[src/hdl/fat_pkg.sv]
// ----------------------------------------------------------------------------
// fat_pkg
// Shared types and codes for the flow affinity table: commands, status codes
// and the transaction record that travels down the chain of slot cells.
// ----------------------------------------------------------------------------
package fat_pkg;

	localparam int FAT_CAPACITY = 64;
	localparam int COUNT_W = 7;
	localparam logic [COUNT_W-1:0] COUNT_MAX = 7'd127;
	localparam logic [23:0] TIMEOUT_RESET = 24'd1800;

	localparam logic [1:0] CMD_LOOKUP = 2'd0;
	localparam logic [1:0] CMD_ASSIGN = 2'd1;
	localparam logic [1:0] CMD_NODE_DIED = 2'd2;
	localparam logic [1:0] CMD_SWEEP = 2'd3;

	localparam logic [1:0] ST_DONE = 2'd0;
	localparam logic [1:0] ST_INSERTED = 2'd1;
	localparam logic [1:0] ST_UPDATED = 2'd2;
	localparam logic [1:0] ST_DROPPED = 2'd3;

	// found doubles as the claim flag during the insert pass.
	typedef struct packed {
		logic vld;
		logic [1:0] cmd;
		logic insert;
		logic [31:0] ip;
		logic [47:0] node;
		logic [31:0] now;
		logic found;
		logic free_seen;
		logic hit;
		logic [47:0] found_node;
		logic [COUNT_W-1:0] count;
	} fat_xact_t;

endpackage

[src/hdl/fat_cell.sv]
// ----------------------------------------------------------------------------
// fat_cell
// One table slot. Applies the passing transaction to its own entry and hands
// the updated record to the next cell on the following cycle.
// ----------------------------------------------------------------------------
module fat_cell
	import fat_pkg::*;
(
	input  logic clk,
	input  logic arst_n,
	input  logic [23:0] idle_timeout,
	input  fat_xact_t x_in,
	output fat_xact_t x_out
);

	logic slot_valid_q;
	logic [31:0] slot_ip_q;
	logic [47:0] slot_node_q;
	logic [31:0] slot_last_q;
	logic vld_q;
	fat_xact_t rec_q;

	logic [31:0] idle;
	logic live;
	logic match;
	fat_xact_t nxt;
	logic valid_nxt;
	logic wr_ip;
	logic wr_node;
	logic wr_last;
	logic kill;

	assign idle = x_in.now - slot_last_q;
	assign live = idle < {8'd0, idle_timeout};
	assign match = slot_valid_q && (slot_ip_q == x_in.ip);

	always_comb begin
		nxt = x_in;
		valid_nxt = slot_valid_q;
		wr_ip = 1'b0;
		wr_node = 1'b0;
		wr_last = 1'b0;
		kill = 1'b0;
		if (x_in.vld) begin
			unique case (x_in.cmd)
				CMD_LOOKUP: begin
					if (match && live) begin
						nxt.hit = 1'b1;
						nxt.found_node = slot_node_q;
						wr_last = 1'b1;
					end
				end
				CMD_ASSIGN: begin
					if (x_in.insert) begin
						if (!slot_valid_q && !x_in.found) begin
							nxt.found = 1'b1;
							valid_nxt = 1'b1;
							wr_ip = 1'b1;
							wr_node = 1'b1;
							wr_last = 1'b1;
						end
					end else begin
						if (match) begin
							nxt.found = 1'b1;
							wr_node = 1'b1;
							wr_last = 1'b1;
						end
						if (!slot_valid_q) begin
							nxt.free_seen = 1'b1;
						end
					end
				end
				CMD_NODE_DIED: kill = slot_valid_q && (slot_node_q == x_in.node);
				CMD_SWEEP: kill = slot_valid_q && !live;
				default: kill = 1'b0;
			endcase
		end
		if (kill) begin
			valid_nxt = 1'b0;
			if (x_in.count != COUNT_MAX) begin
				nxt.count = x_in.count + 1'b1;
			end
		end
	end

	always_ff @(posedge clk or negedge arst_n) begin
		if (!arst_n) begin
			slot_valid_q <= 1'b0;
			vld_q <= 1'b0;
		end else begin
			slot_valid_q <= valid_nxt;
			vld_q <= x_in.vld;
		end
	end

	always_ff @(posedge clk) begin
		rec_q <= nxt;
		if (wr_ip) slot_ip_q <= x_in.ip;
		if (wr_node) slot_node_q <= x_in.node;
		if (wr_last) slot_last_q <= x_in.now;
	end

	always_comb begin
		x_out = rec_q;
		x_out.vld = vld_q;
	end

endmodule

[config.mk]
export PLATFORM = sky130hd
export DESIGN_NAME = fat_cell
export DESIGN_NICKNAME = d
export VERILOG_FILES = /design/src/hdl/fat_pkg.sv /design/src/hdl/fat_cell.sv
export SDC_FILE = /design/constraint.sdc
export NUM_CORES = 1
export LEC_CHECK = 0
export BUFFER_PORTS_ARGS = -buffer_cell sky130_fd_sc_hd__buf_2
export CAP_MARGIN = 20
export CORE_AREA = 2 2 186 188
export DETAILED_ROUTE_END_ITERATION = 8
export DIE_AREA = 0 0 188 190
export SLEW_MARGIN = 15
export SYNTH_ARGS = -nofsm -noshare
export SYNTH_HDL_FRONTEND = slang
export SYNTH_SLANG_ARGS = --single-unit
[constraint.sdc]
create_clock -name clk -period 8.9 [get_ports clk]
set_input_delay 1.78 -clock clk [delete_from_list [all_inputs] [get_ports clk]]
set_output_delay 1.78 -clock clk [all_outputs]
set_load 0.05 [all_outputs]
==> impl_summary.txt, run 1 <==
----------------------------------------------------
[Routing]
  Count of vias placed by the detailed router ... roughly 7800
  Detail-routed net length per standard cell ... 16.9 µm
  Iteration-0 DRC count of the detailed router ... 253
  1st-pass router iterations ... 5
  Total Wirelength ... between 20000 and 30000 µm
  Remaining antenna violation count after routing ... 0
  Ratio of routed vias to standard cells ... approximately 4.5
  Residual DRC ... 0

[Critical path]
  Startpoint of the worst register-to-register path ... slot_last_q[4]$_DFFE_PP_
  Register-to-register setup slack ... approximately 3300 ps
  R2R depth ... 23
  Critical path destination ... x_out[49]$_DFF_P_
  Cell seen most often among critical-path stages ... a21oi_1
  Cell at the slowest stage of the critical path ... buf_4
  Category of the critical setup timing path ... in2reg
  WP data arrival ... a little over 7000 ps
  Number of stages on the worst setup path ... 23
  Worst setup EP type ... flip-flop
  Crit-path leading delay family ... compound AO/OA/AOI/OAI gates
  Startpoint types ... input port
  CP Buf/Inv Count ... 2
  Crit-path cells ... buf_2 -> ha_1 -> a21oi_2 -> nand2_1 -> o22a_1 -> a21oi_1 -> nor3_1 -> nor2_1 -> o21ai_0 -> a21o_1 -> a21oi_1 -> xnor2_1 -> ha_1 -> a21oi_1 -> o22ai_1 -> nor4_1 -> o21bai_1 -> nor4_1 -> o2111a_1 -> nand3_2 -> nor4_4 -> buf_4 -> mux2_1
  Crit Reg-Reg Endpoint ... x_out[49]$_DFF_P_
  Timing startpoint of the critical path ... x_in[62]
  Largest incremental delay on the critical path ... 700 ps
  CP max FO ... 49
  Endpoint required time on the critical path ... ~9400 ps

[Clocking]
  Hold bufs inserted after CTS ... 0
  CTS H-tree depth ... 1
  CTS Sinks ... between 200 and 300
  Clock tree root driver cell ... clkbuf_16
  Maximum number of buffers from clock root to sink ... 3
  Total setup buffers inserted after CTS ... 0
  Clock latency reported for the late side of the worst-skew pair ... ~600 ps
  TritonCTS clock tree ... yes
  Clock transition at the register clock pins on the worst setup and hold paths after CTS ... approximately 60 ps
  Clock buffers created by TritonCTS ... 31
  Number of gates resized after cts ... 0

[Power and ir drop]
  Worst VDD drop ... roughly 160 µV
  Total power ... 3.18 mW
  Standby leakage power ... 6.46 nW
  Power per standard cell area ... roughly 220 nW/µm²

[Job]
  # Max-Cap Violations ... 0

[Finish]
  Layout Area Growth over Synthesis ... 29.8%
  Design area ... roughly 15000 µm²
  Most common library cell in the layout ignoring fill and taps ... buf_2
  Proportion of layout cells with a drive suffix above 1 ... between 30% and 40%
  Commonest cells after routing, fill and taps aside ... buf_2 (373), dfxtp_1 (173), edfxtp_1 (112)
  Nets ... ~1500

[Floorplan]
  Std-Cell Core Area ... approximately 34000 µm²
  Vertical die dimension ... between 150 and 200 µm
  Placement Rows ... 68
  DIE AREA ... between 30000 and 40000 µm²
  Die extent in x ... around 190 µm
  # IOs ... between 300 and 400
  Initial Util ... between 30% and 40%

[Global route]
  Number of global-route vias before repair ... just under 8000
  Wire length of the first global-routing pass ... 43500 µm
  Global Route Usage Sum ... between 15 and 20%
  Grt total ovfl ... 0
  Antenna violations before repair ... 6
  Maximum number of pins on one net before global-route repair ... 51

[Timing]
  Worst Tran Pin Value ... ~940 ps
  Setup violations, final ... 0
  Worst slew slack as a fraction of its limit ... 37.1%
  Total negative slack ... 0 ps
  Worst setup slack after layout ... between 2000 and 2500 ps
  Post-Route Skew ... between 20 and 30 ps
  Pins Over Slew Limit ... 0
  Final count of hold timing violations ... 0
  Final worst path period share ... 74.1%
  Tmin final ... 6590 ps
  RSZ-0062 raised after global routing ... no
  Maximum operating frequency ... about 150 MHz
  Final hold slack ... around 510 ps

[Yosys]
  Proportion of synthesized flip-flops having asynchronous set or reset ... less than 1%
  Post-synth net total ... 1109
  Number of warnings printed during yosys synthesis ... 0
  Unique masters post-synth ... 72
  Share of synthesized area occupied by flip-flops and latches ... 60.9%
  Number of synthesized flops with an enable pin ... roughly 110
  Total of flip-flops plus latches after synthesis ... 287
  Cell count after synthesis ... 853
  Primary flip-flop cell chosen by synthesis mapping ... dfxtp_1
  Mapped Avg Cell Area ... 13.2 µm²
  Netlist Area Pre-Place ... about 11000 µm²

[Status]
  Result of the run ... complete, no violations

[Placed design]
  Number of buffers added on ports ... about 370
  Worst slack after detailed placement ... ~1900 ps
  Routability cong. ... roughly 0.9
  Detailed Place HPWL ... about 22000 µm
  Placed cell areas ... between 10000 and 15000 µm²

[Min path]
  Type of the tightest min-delay check ... reg2reg
  Min-delay src ... slot_node_q[47]$_DFFE_PP_

----------------------------------------------------
[registers in the layout, indices dropped and copies added, names as in the netlist]
signal        count
slot_last_q      32
x_out           173
slot_node_q      48
slot_valid_q      1
slot_ip_q        32
vld_q             1
[cell type report]
type / instances / area (µm²)
antenna: 3 / 7.51
timing repair buffer: 376 / 1890
inverter: 64 / 240
clock buffer: 48 / 963
multi-input combinational: 487 / 4040
fill: 3219 / 19300
tap: 455 / 569
clock inverter: 10 / 73.8
sequential: 287 / 6880
[worst min-delay path by stage]
stage	slack [ps]	to	cells past startpoint
after floorplan	480	x_out[47]$_DFF_P_	1
after global placement	490	x_out[53]$_DFF_P_	1
after detailed placement	490	x_out[54]$_DFF_P_	1
after CTS	510	x_out[54]$_DFF_P_	1
after global routing	540	x_out[16]$_DFF_P_	1
final	510	x_out[54]$_DFF_P_	1
[Yosys cell counts, types with 2 or more instances]
cell / n / area, µm²
nand2b_1: 3 / 18.8
a31oi_1: 3 / 18.8
nand3_1: 16 / 80.1
clkbuf_2: 2 / 10.0
o21ai_1: 3 / 15.0
o31ai_1: 3 / 22.5
mux2_4: 40 / 601
nand3b_1: 2 / 15.0
nand4_1: 22 / 138
ha_1: 55 / 688
inv_1: 64 / 240
nand2_1: 29 / 109
or2_2: 4 / 25.0
dfrtp_1: 2 / 50.1
xnor2_1: 49 / 429
dfxtp_1: 173 / 3460
o22ai_1: 2 / 12.5
a211oi_1: 5 / 37.5
a21oi_1: 42 / 210
o211ai_1: 5 / 37.5
o21bai_1: 2 / 15.0
o21ai_0: 20 / 100
a21oi_2: 7 / 61.3
edfxtp_1: 112 / 3360
nor2_1: 19 / 71.3
o221ai_2: 2 / 30.0
nor4_1: 18 / 113
nor3_1: 11 / 55.1
clkbuf_1: 2 / 7.51
and3_1: 4 / 25.0
a21o_1: 10 / 75.1
buf_6: 9 / 101
mux2_1: 8 / 90.1
xor2_1: 62 / 543
nor2b_1: 4 / 25.0
o21a_1: 3 / 22.5
[per-stage QoR]
step	util, %	std cells
2_1_floorplan	-	853
3_3_place_gp	40.1	1669
3_5_place_dp	40.1	1669
4_1_cts	43.2	1727
5_1_grt	43.2	1730
6_report	43.2	1730
[power breakdown]
part           internal [mW]  switching, mW  leakage, nW  total, mW
Sequential              1.42         0.0169         2.49       1.44
Clock                  0.749          0.541        0.517       1.29
Combinational          0.146          0.306         3.45      0.451
[cells by family (layout without fill, tap and decap cells)]
family / count (synthesis) / count (layout) / synth area share (%)
buffers and inverters: 79 / 498 / 3.37
flip-flops: 287 / 287 / 60.9
AO/OA/AOI/OAI: 123 / 123 / 7.25
AND/OR/NAND/NOR: 148 / 148 / 7.40
adder cells (fa/ha/maj): 56 / 56 / 6.27
other: 0 / 3 / 0
XOR/XNOR: 111 / 111 / 8.61
multiplexers: 49 / 49 / 6.22
[layer usage]
layer  global-route usage (%)  part of all wire [%]  vias to the layer above
met5                        0                 0.082                        -
met1                     18.8                    41                     3650
met4                     5.42                   2.8                        4
met2                     27.3                    49                      268
li1                         -                     -                     3837
met3                     3.87                   6.3                       59
No activity file was read; power rests on OpenSTA's default activity.
==> inputs of run 2 (changes only) <==
clock period = 6.2 ns   (was 8.9 ns; I/O delays follow)
==> run 2 against run 1 <==
  * Via count decreased by 1.0%
  * Register-to-register slack got worse by 2200 ps
  * Critical endpoint unchanged
  * Global-route usage decreased by 0.22 points
  * Flip-flop and latch count unchanged
  * Clock skew decreased by 20 ps
  * Critical path type unchanged
  * Die area unchanged
  * Non-clock buffer count increased by 8
  * Core utilization increased by 0.53 points
==> impl_summary.txt, run 2 (synthesized netlist as in run 1, its figures left out) <==
----------------------------------------------------
[Power and ir drop]
  Standby leakage power ... 6.55 nW (+1.4%)
  Part of the power in the clock network ... 40.8% (+0.2 points)
  Fraction of power spent switching nets ... 26.4% (-0.73 points)
  Internal cell power ... 3.37 mW (+46%)
  Net load switching power ... 1.21 mW (+40%)
  Worst VDD drop ... 235 µV (+50%)
  Combinational group share of total power ... 14.2% (about the same)
  Register share of total power ... 45.1% (about the same)
  Power per standard cell area ... 308 nW/µm² (+42%)

[Global route]
  Routing usage on met3 ... 2.84% (-1.0 points)
  Antenna violations before repair ... 2 (-4)
  Grt total ovfl ... 0 (unchanged)
  Met1 global-route usage ... 19.0% (+0.19 points)
  Number of global-route vias before repair ... 7668 (-1.0%)
  Maximum number of pins on one net before global-route repair ... 43 (-16%)
  Global Route Usage Sum ... 15.4% (-0.22 points)
  Wire length of the first global-routing pass ... 43100 µm (-0.81%)
  Most crowded layer after global routing ... met2
  Met2 Usage GRT ... 27.7% (+0.40 points)

[Finish]
  Number of flip-flops in the largest register ... 173 (unchanged)
  Nets ... 1511 (+0.53%)
  Most common library cell in the layout ignoring fill and taps ... buf_2
  Layout filler cell count ... 3195 (-0.75%)
  Commonest cells after routing, fill and taps aside ... buf_2 (373), dfxtp_1 (173), edfxtp_1 (112)
  Core utilization of the finished layout ... 43.7% (+0.53 points)
  Multi-input logic area ... 4050 µm² (+0.22%)
  Number of non-filler instances in the completed layout ... 1735 (+0.29%)
  Layout Area Growth over Synthesis ... 31.4%
  Area used by sequential logic in the layout ... 6880 µm² (unchanged)
  Proportion of layout cells with a drive suffix above 1 ... 39.8% (+0.72 points)

[Clocking]
  CTS Sinks ... 287 (unchanged)
  Total setup buffers inserted after CTS ... 0 (unchanged)
  Clock transition at the register clock pins on the worst setup and hold paths after CTS ... 60 ps (about the same)
  Maximum number of buffers from clock root to sink ... 3 (unchanged)
  TritonCTS clock tree ... yes
  Clock buffers created by TritonCTS ... 31 (unchanged)
  Clock latency reported for the late side of the worst-skew pair ... 560 ps (-40 ps)
  Number of gates resized after cts ... 0 (unchanged)
  Hold bufs inserted after CTS ... 0 (unchanged)
  Clock tree root driver cell ... clkbuf_16
  CTS H-tree depth ... 1 (unchanged)

[Routing]
  Residual DRC ... 0 (unchanged)
  Remaining antenna violation count after routing ... 0 (unchanged)
  Total Wirelength ... 28500 µm (-2.3%)
  Iteration-0 DRC count of the detailed router ... 309 (+22%)
  Detail-routed net length per standard cell ... 16.4 µm (-2.6%)
  1st-pass router iterations ... 4 (-1)
  Ratio of routed vias to standard cells ... 4.46 (-1.3%)
  Count of vias placed by the detailed router ... 7739 (-1.0%)

[Placed design]
  Number of buffers added on ports ... 373 (unchanged)
  Routability cong. ... 0.839 (-5.3%)
  Total placed cells including tap cells ... 1677 (+0.48%)
  Detailed Place HPWL ... 22600 µm (+1.4%)

[Critical path]
  Startpoint types ... input port
  Worst setup EP type ... flip-flop
  WP data arrival ... 6060 ps (-1000 ps)
  CP max FO ... 17 (-65%)
  Endpoint required time on the critical path ... 6650 ps (-2710 ps)
  Category of the critical setup timing path ... in2reg

[Timing]
  RSZ-0062 raised after global routing ... no
  Post-Route Skew ... 8.92 ps (-19.6 ps)
  Setup violations, final ... 0 (unchanged)
  Worst Tran Pin Value ... 583 ps (-360 ps)
  Maximum operating frequency ... 178 MHz
  Pins Over Slew Limit ... 0 (unchanged)
  Worst slew slack as a fraction of its limit ... 61.1% (+24 points)
  Final hold slack ... 471 ps (-39.3 ps)
  Total negative slack ... 0 ps (unchanged)
  Tmin final ... roughly 5600 ps
  Final count of hold timing violations ... 0 (unchanged)
  Final worst path period share ... around nine tenths

[Floorplan]
  Placement Rows ... 68 (unchanged)
  Die extent in x ... 188 µm (unchanged)
  # IOs ... 374 (unchanged)
  DIE AREA ... 35700 µm² (unchanged)
  Vertical die dimension ... 190 µm (unchanged)
  Std-Cell Core Area ... 33900 µm² (unchanged)
  Initial Util ... 33.3% (unchanged)

[Job]
  # Max-Cap Violations ... 0 (unchanged)

[Status]
  Result of the run ... complete, no violations

[Min path]
  Type of the tightest min-delay check ... in2async

----------------------------------------------------
run 2: final timing paths:
path	from	end	slack [ps]	depth (start not counted)
worst min-delay path	arst_n	vld_q$_DFF_PN0_	470	1
worst max register to register	slot_last_q[4]$_DFFE_PP_	x_out[49]$_DFF_P_	1040	24
worst min register to register	slot_node_q[45]$_DFFE_PP_	x_out[52]$_DFF_P_	510	1
worst max-delay path	x_in[62]	x_out[49]$_DFF_P_	580	24
max in group asynchronous	arst_n	slot_valid_q$_DFFE_PN0P_	5610	1
min in group clk	slot_node_q[45]$_DFFE_PP_	x_out[52]$_DFF_P_	510	1
run 2: metal layers:
layer	wire length, µm	vias to the layer above
met5	13	-
li1	-	3851
met2	14300	253
met4	575	2
met3	1580	42
met1	12000	3591
run 2: area by class of cell:
cell class / instances / area share, %
sequential: 287 / 46.3
multi-input combinational: 487 / 27.3
timing repair buffer: 384 / 13.6
clock buffer: 46 / 6.73
tap: 455 / 3.84
inverter: 64 / 1.62
clock inverter: 11 / 0.539
antenna: 1 / 0.0169
run 2: power by group through the flow:
| stage | registers (mW) | logic, mW | clock network, mW |
|---|---|---|---|
| 2_1_floorplan | 2.32 | 0.220 | 0 |
| 3_3_place_gp | 2.10 | 0.647 | 0 |
| 3_5_place_dp | 2.10 | 0.652 | 0 |
| 4_1_cts | 2.06 | 0.656 | 1.92 |
| 5_1_grt | 2.07 | 0.700 | 2.00 |
| 6_report | 2.06 | 0.650 | 1.87 |
run 2: worst max-delay path, stage by stage:
cell      delay (ps)
buf_2            120
ha_1             350
a21oi_2          210
nand2_1           90
o22a_1           260
a21oi_1          250
nor3_1            70
nor2_1           180
o21ai_0          180
a21o_1           220
a21oi_1          160
xnor2_1          140
ha_1             260
a21oi_1          160
o22ai_1           90
nor4_1           180
o21bai_1         110
nor4_1           300
o2111a_1         280
nand3_2          100
nor4_4           360
buf_12           240
buf_12           170
mux2_1           310
run 2: metrics by stage:
| stage | cell area (µm²) | worst slack [ps] | total power [mW] |
|---|---|---|---|
| floorplan | 11300 | 365 | 2.54 |
| global placement | 13800 | 85.3 | 2.75 |
| detailed placement | 13800 | 50.2 | 2.76 |
| CTS | 14800 | 631 | 4.64 |
| global route | 14800 | 239 | 4.77 |
| finish | 14800 | 584 | 4.58 |
